File: config.mk
export PLATFORM = sky130hd
export DESIGN_NAME = sorted_list_insert_top
export DESIGN_NICKNAME = d
export VERILOG_FILES = /design/src/sli_pkg.sv /design/src/sli_ram.sv /design/src/sorted_list_insert_top.sv
export SDC_FILE = /design/constraint.sdc
export NUM_CORES = 1
export LEC_CHECK = 0
export ABC_AREA = 1
export BUFFER_PORTS_ARGS = -buffer_cell sky130_fd_sc_hd__buf_2
export CORE_MARGIN = 2
export CORE_UTILIZATION = 45
export CTS_BUF_LIST = sky130_fd_sc_hd__clkbuf_8 sky130_fd_sc_hd__clkbuf_16
export DETAILED_ROUTE_END_ITERATION = 16
export PLACE_DENSITY = 0.61
export SYNTH_ARGS = -nofsm -noshare
export SYNTH_HDL_FRONTEND = slang
export SYNTH_SLANG_ARGS = --single-unit
File: constraint.sdc
create_clock -name clock -period 4.2 [get_ports clock]
set_input_delay 0.21 -clock clock [delete_from_list [all_inputs] [get_ports clock]]
set_output_delay 0.21 -clock clock [all_outputs]
set_load 0.05 [all_outputs]
File: src/sli_pkg.sv
// ----------------------------------------------------------------------------
// sli_pkg
// shared widths, field layout and request codes of the sorted insertion list
// ----------------------------------------------------------------------------
package sli_pkg;

   localparam int VALUE_W     = 32;
   localparam int COUNT_W     = 5;
   localparam int REQ_TDATA_W = 32;
   localparam int RSP_TDATA_W = 40;
   localparam int RSP_TUSER_W = 2;

   // request kind carried in req_tuser
   localparam logic MODE_INSERT = 1'b0;
   localparam logic MODE_READ   = 1'b1;

   // rsp_tuser bit positions
   localparam int FLAG_EMPTY   = 0;
   localparam int FLAG_DROPPED = 1;

endpackage

File: src/sli_ram.sv
// ----------------------------------------------------------------------------
// sli_ram
// entry store, one write port and one registered read port
// ----------------------------------------------------------------------------
module sli_ram #(
   parameter int DEPTH = 16,
   parameter int AW    = 4
) (
   input  logic                          clock,
   input  logic                          wr_en,
   input  logic [AW-1:0]                 wr_addr,
   input  logic [sli_pkg::VALUE_W-1:0]   wr_data,
   input  logic [AW-1:0]                 rd_addr,
   output logic [sli_pkg::VALUE_W-1:0]   rd_data
);

   logic [sli_pkg::VALUE_W-1:0] mem [DEPTH];
   logic [sli_pkg::VALUE_W-1:0] rd_data_ff;

   always_ff @(posedge clock) begin
      if (wr_en) begin
         mem[wr_addr] <= wr_data;
      end
      rd_data_ff <= mem[rd_addr];
   end

   assign rd_data = rd_data_ff;

endmodule

File: src/sorted_list_insert_top.sv
// ----------------------------------------------------------------------------
// sorted_list_insert_top
// bounded ascending list of signed values with insert and read-out requests
// ----------------------------------------------------------------------------
// insert: one compare and one ram write per entry shifted up, then the result beat;
//   into an empty list the value is written directly, and when full it is dropped
// read: each value beat is loaded through the registered ram read port;
//   an empty read gives a single beat with no ram read
// one request at a time; the next one is taken after the last beat leaves
// reset clears the entry count and the sequencer; the store is not cleared
// ----------------------------------------------------------------------------
module sorted_list_insert_top #(
   parameter int MAX_ENTRIES = 16
) (
   input  logic                             clock,
   input  logic                             reset,
   input  logic                             req_tvalid,
   output logic                             req_tready,
   input  logic [sli_pkg::REQ_TDATA_W-1:0]  req_tdata,  // value[31:0]
   input  logic                             req_tuser,  // mode[0]
   output logic                             rsp_tvalid,
   input  logic                             rsp_tready,
   output logic [sli_pkg::RSP_TDATA_W-1:0]  rsp_tdata,  // item_value[31:0], entry_count[36:32]
   output logic                             rsp_tlast,  // last_item
   output logic [sli_pkg::RSP_TUSER_W-1:0]  rsp_tuser   // list_empty[0], dropped_full[1]
);

   localparam int AW = (MAX_ENTRIES > 1) ? $clog2(MAX_ENTRIES) : 1;
   localparam int CW = $clog2(MAX_ENTRIES + 1);

   typedef enum logic [2:0] {
      ST_IDLE,
      ST_INS_CMP,
      ST_INS_PUT,
      ST_RD_ISSUE,
      ST_RD_LOAD,
      ST_RESP
   } state_type;

   state_type                       state_ff;
   logic [CW-1:0]                   count_ff;
   logic [AW-1:0]                   idx_ff;
   logic [AW-1:0]                   rd_idx_ff;
   logic                            mode_ff;
   logic signed [sli_pkg::VALUE_W-1:0] value_ff;
   logic [sli_pkg::VALUE_W-1:0]     item_ff;
   logic                            last_ff;
   logic                            empty_ff;
   logic                            dropped_ff;
   logic [CW-1:0]                   rsp_count_ff;

   logic                            wr_en;
   logic [AW-1:0]                   wr_addr;
   logic [sli_pkg::VALUE_W-1:0]     wr_data;
   logic [AW-1:0]                   rd_addr;
   logic [sli_pkg::VALUE_W-1:0]     rd_data;
   logic                            shift_up;
   logic [AW-1:0]                   last_idx;

   assign req_tready = (state_ff == ST_IDLE);
   assign rsp_tvalid = (state_ff == ST_RESP);
   assign rsp_tdata  = {{(sli_pkg::RSP_TDATA_W - sli_pkg::VALUE_W - sli_pkg::COUNT_W){1'b0}},
                        sli_pkg::COUNT_W'(rsp_count_ff), item_ff};
   assign rsp_tlast  = last_ff;
   assign rsp_tuser  = {dropped_ff, empty_ff};

   assign shift_up = ($signed(rd_data) > value_ff);
   assign last_idx = AW'(count_ff - 1'b1);

   sli_ram #(
      .DEPTH (MAX_ENTRIES),
      .AW    (AW)
   ) u_ram (
      .clock   (clock),
      .wr_en   (wr_en),
      .wr_addr (wr_addr),
      .wr_data (wr_data),
      .rd_addr (rd_addr),
      .rd_data (rd_data)
   );

   // ram port control
   always_comb begin
      wr_en   = 1'b0;
      wr_addr = idx_ff;
      wr_data = value_ff;
      rd_addr = rd_idx_ff;
      unique case (state_ff)
         ST_IDLE: begin
            rd_addr = (req_tuser == sli_pkg::MODE_READ) ? '0 : last_idx;
            if (req_tvalid && (req_tuser == sli_pkg::MODE_INSERT) && (count_ff == '0)) begin
               wr_en   = 1'b1;
               wr_addr = '0;
               wr_data = req_tdata;
            end
         end
         ST_INS_CMP: begin
            rd_addr = AW'(idx_ff - 2'd2);
            wr_en   = 1'b1;
            wr_data = shift_up ? rd_data : value_ff;
         end
         ST_INS_PUT: begin
            wr_en   = 1'b1;
            wr_addr = '0;
         end
         default: begin
         end
      endcase
   end

   always_ff @(posedge clock) begin
      if (reset) begin
         state_ff <= ST_IDLE;
         count_ff <= '0;
      end else begin
         unique case (state_ff)
            ST_IDLE: begin
               if (req_tvalid) begin
                  mode_ff    <= req_tuser;
                  value_ff   <= $signed(req_tdata);
                  item_ff    <= '0;
                  last_ff    <= 1'b1;
                  empty_ff   <= 1'b0;
                  dropped_ff <= 1'b0;
                  rsp_count_ff <= count_ff;
                  if (req_tuser == sli_pkg::MODE_READ) begin
                     rd_idx_ff <= '0;
                     if (count_ff == '0) begin
                        empty_ff <= 1'b1;
                        state_ff <= ST_RESP;
                     end else begin
                        state_ff <= ST_RD_LOAD;
                     end
                  end else if (count_ff == CW'(MAX_ENTRIES)) begin
                     dropped_ff <= 1'b1;
                     state_ff   <= ST_RESP;
                  end else if (count_ff == '0) begin
                     count_ff     <= CW'(1);
                     rsp_count_ff <= CW'(1);
                     state_ff     <= ST_RESP;
                  end else begin
                     idx_ff   <= AW'(count_ff);
                     state_ff <= ST_INS_CMP;
                  end
               end
            end
            ST_INS_CMP: begin
               if (shift_up) begin
                  idx_ff <= AW'(idx_ff - 1'b1);
                  if (idx_ff == AW'(1)) begin
                     state_ff <= ST_INS_PUT;
                  end
               end else begin
                  count_ff     <= CW'(count_ff + 1'b1);
                  rsp_count_ff <= CW'(count_ff + 1'b1);
                  state_ff     <= ST_RESP;
               end
            end
            ST_INS_PUT: begin
               count_ff     <= CW'(count_ff + 1'b1);
               rsp_count_ff <= CW'(count_ff + 1'b1);
               state_ff     <= ST_RESP;
            end
            ST_RD_ISSUE: begin
               state_ff <= ST_RD_LOAD;
            end
            ST_RD_LOAD: begin
               item_ff  <= rd_data;
               last_ff  <= (rd_idx_ff == last_idx);
               state_ff <= ST_RESP;
            end
            ST_RESP: begin
               if (rsp_tready) begin
                  if ((mode_ff == sli_pkg::MODE_READ) && !last_ff) begin
                     rd_idx_ff <= AW'(rd_idx_ff + 1'b1);
                     state_ff  <= ST_RD_ISSUE;
                  end else begin
                     state_ff <= ST_IDLE;
                  end
               end
            end
            default: begin
               state_ff <= ST_IDLE;
            end
         endcase
      end
   end

endmodule

==> results_dict.tcl <==
set metrics [dict create \
    grt_pass1_vias 17000 \
    cap_violations 0 \
    rsz0062_at_grt "no" \
    maxSlewHeadroom_pct 29.3 \
    p_total_mw 27.5 \
    outcome "completed" \
    dp_hpwl_mm 39.9 \
    holdPathStages 7 \
    synth_top_cells_by_area "edfxtp_1 65%, nand2_1 5.9%, inv_1 5.0%" \
    critical_path.slowest_cell "nand2_2" \
    clk_path_buf_depth 3 \
    die_y_um 250 \
    yosysTopAreaCell "edfxtp_1" \
    vias_per_cell 5.49 \
    clk_pin_slew_worst_paths_ps 60 \
    synthCells 2420 \
    crit_path_max_incr_delay_ps 510 \
    cts_sinks 633 \
    yosysTopAreaCellShare_pct 65.2 \
    areaGrowthSynthToFinish_pct 14.2 \
    placedCellCount 3195 \
    grt_remaining_overflow 0 \
    initial_utilization_pct 45.4 \
    gp_congestion 0.849 \
    reg2reg_slack_ps 440 \
    place_ws_ps 458 \
    ir_drop_v 0.000724 \
    syn_area_per_cell_sq_um 11.3 \
    worstPathMaxFanout 38 \
    core_area_sq_um 60200 \
    wl_per_cell_um 21.7 \
    fin_worst_skew_ps 16.9 \
    portBuffers 78 \
    worstPathRequired_ps 4390 \
    drcViolationCount 0 \
    numCtsBuffers 61 \
    hold_start "rsp_tready" \
    fmax_ghz 0.266 \
    clock_latency_ps 630 \
    tns_ps 0 \
    finalHoldViolCount 0 \
    drv_slew 0 \
    drive_gt1_share_pct 9.95 \
    worstMarginPinSlew_ps 1060 \
    reg2reg_depth 16 \
    critPathArrivalTime_ps 3950 \
    nets 2588 \
    drt_iter0_drc 1896 \
    layout_common_cells "593 x edfxtp_1, 429 x nand2_1, 374 x inv_1, 191 x o21ai_0, 177 x nand3_1" \
    htreeDepth 2 \
    die_area_sq_um 62700 \
    crit_chain "inv_1, ha_1, nand2_1, nor2_1, nand2_1, nor2_1, nand2_1, nand2_1, nand2_1, nand2_1, nand2_2, buf_4, nand2_1, o21ai_0, nand2_1, nand3_1" \
    finalCritPeriodShare_pct 89.6 \
    root_buffer "clkbuf_16" \
    first_pass_iters 5 \
    min_to "state_ff[0]$_SDFFE_PP0P_" \
    r2r-end "u_ram.mem[12][30]$_DFFE_PP_" \
    synthDistinctLibCells 39 \
    instances_no_fill 3348 \
    end_kind "register" \
    hp-class "in2reg" \
    final_common_cell "edfxtp_1" \
    cts_setup_buffers 0 \
    setup_slack_ps 437 \
    startpoint_type "register" \
    yosysWarnings 0 \
    powerDensity_nw_per_um2 882 \
    ant_nets 0 \
    crit_type "reg2reg" \
    antenna_found_initial 1 \
    die_w_um 250 \
    rr_startpoint "value_ff[31]$_DFFE_PP_" \
    row_count 90 \
    leakage_nw 12.0 \
    wirelength_mm 72.6 \
    ys_ff_latch 633 \
    cts_tree "built" \
    grt_first_pass_wirelength_mm 107 \
    final_util_pct 51.8 \
    synth_area_sq_um 27300 \
    setup_viol 0 \
    synth_seq_area_share_pct 68.1 \
    vias 18400 \
    ios 82 \
    min_period_ps 3760 \
    grt_max_degree 103 \
    track_usage_pct 22.9 \
    crit_top_cell "nand2_1" \
]
worst max-delay path by stage:
stage | start | endpoint | cells after the start
after floorplan | count_ff[0]$_SDFFE_PP0P_ | u_ram.mem[12][0]$_DFFE_PP_ | 12
after global placement | value_ff[31]$_DFFE_PP_ | u_ram.mem[7][30]$_DFFE_PP_ | 16
after detailed placement | value_ff[31]$_DFFE_PP_ | u_ram.mem[8][13]$_DFFE_PP_ | 16
after CTS | value_ff[31]$_DFFE_PP_ | u_ram.mem[12][13]$_DFFE_PP_ | 16
after global routing | value_ff[31]$_DFFE_PP_ | u_ram.mem[8][10]$_DFFE_PP_ | 16
final | value_ff[31]$_DFFE_PP_ | u_ram.mem[12][30]$_DFFE_PP_ | 16
power by group:
| group | internal (mW) | switching [mW] |
|---|---|---|
| clock network | 3.23 | 2.34 |
| registers | 9.33 | 0.343 |
| logic | 3.26 | 9.02 |
| total | 15.8 | 11.7 |
stage by stage:
stage / area [sq um] / hold WS (ps)
2_1_floorplan: 27300 / 286
3_3_place_gp: 28800 / 410
3_5_place_dp: 28800 / 414
4_1_cts: 31200 / 148
5_1_grt: 31200 / 234
6_report: 31200 / 179
registers in the layout, summed over array words and instances, names as in the netlist:
| name | count |
|---|---|
| item_ff | 32 |
| rsp_tlast | 1 |
| dropped_ff | 1 |
| idx_ff | 4 |
| rsp_count_ff | 5 |
| empty_ff | 1 |
| count_ff | 5 |
| u_ram.rd_data | 32 |
| rd_idx_ff | 4 |
| u_ram.mem | 512 |
| value_ff | 32 |
| state_ff | 3 |
| mode_ff | 1 |
metal layers:
layer	up-vias	part of all wire (%)	track usage (%)
met3	126	8.8	3.62
met4	0	2.9	7.80
met5	-	0	0
met2	809	46	36.5
li1	8568	-	-
met1	8879	42	32.2
synth_stat cells:
master     count
a21oi_1      115
ha_1          40
buf_6         10
o41ai_1        1
dfxtp_1       40
o21ai_1       39
clkbuf_1      47
a22o_1         1
inv_4          2
nand2_1      430
nor3_1         5
conb_1         1
o21a_1         2
a21o_1         1
o211ai_1     160
a2111oi_0      1
inv_1        361
buf_2         60
buf_4         10
inv_2          5
nor3b_1        2
nand3b_1       1
nand3_1      177
a221oi_4       1
nor4_1         1
o221ai_4       1
a22oi_1        1
o21ai_0      191
buf_1          8
o221ai_2       1
xor2_1         8
xnor2_1        6
edfxtp_1     593
nand2_2        3
nor2_1        86
nor2_2         2
nand4_1        4
or2_2          1
nand2_4        2
cell families (layout without fill, tap and decap cells):
group / Yosys count / after routing / synth area share (%)
compound gates: 515 / 515 / 11.2
xor+xnor: 14 / 14 / 0.449
fa+ha+maj: 40 / 40 / 1.83
buf+inv: 503 / 645 / 7.61
flops: 633 / 633 / 68.1
other cells: 1 / 5 / 0.0137
simple gates: 714 / 714 / 10.8
worst max-delay path: cells and delay by family, from the launching register on:
| family | cells | cell delay, ps |
|---|---|---|
| buffers and inverters | 2 | 480 |
| AO/OA/AOI/OAI | 1 | 80 |
| flip-flops | 1 | 370 |
| AND/OR/NAND/NOR | 12 | 2010 |
| adder cells (fa/ha/maj) | 1 | 370 |
layout make-up:
class                      instances  area [sq um]
tap                              782           978
sequential                       633         18600
clock buffer                      72          1700
timing repair buffer             161          1380
antenna                            2          5.00
multi-input combinational       1286          6790
inverter                         368          1390
fill                            5074         29000
clock inverter                    44           353
repair_timing:
item / CTS / global route
gates resized for setup: 0 / 0
endpoints found under the hold margin: 39 / 0
endpoints found under the setup margin: 0 / 0
hold buffers: 35 / 0
(Power assumes the default switching activity.)
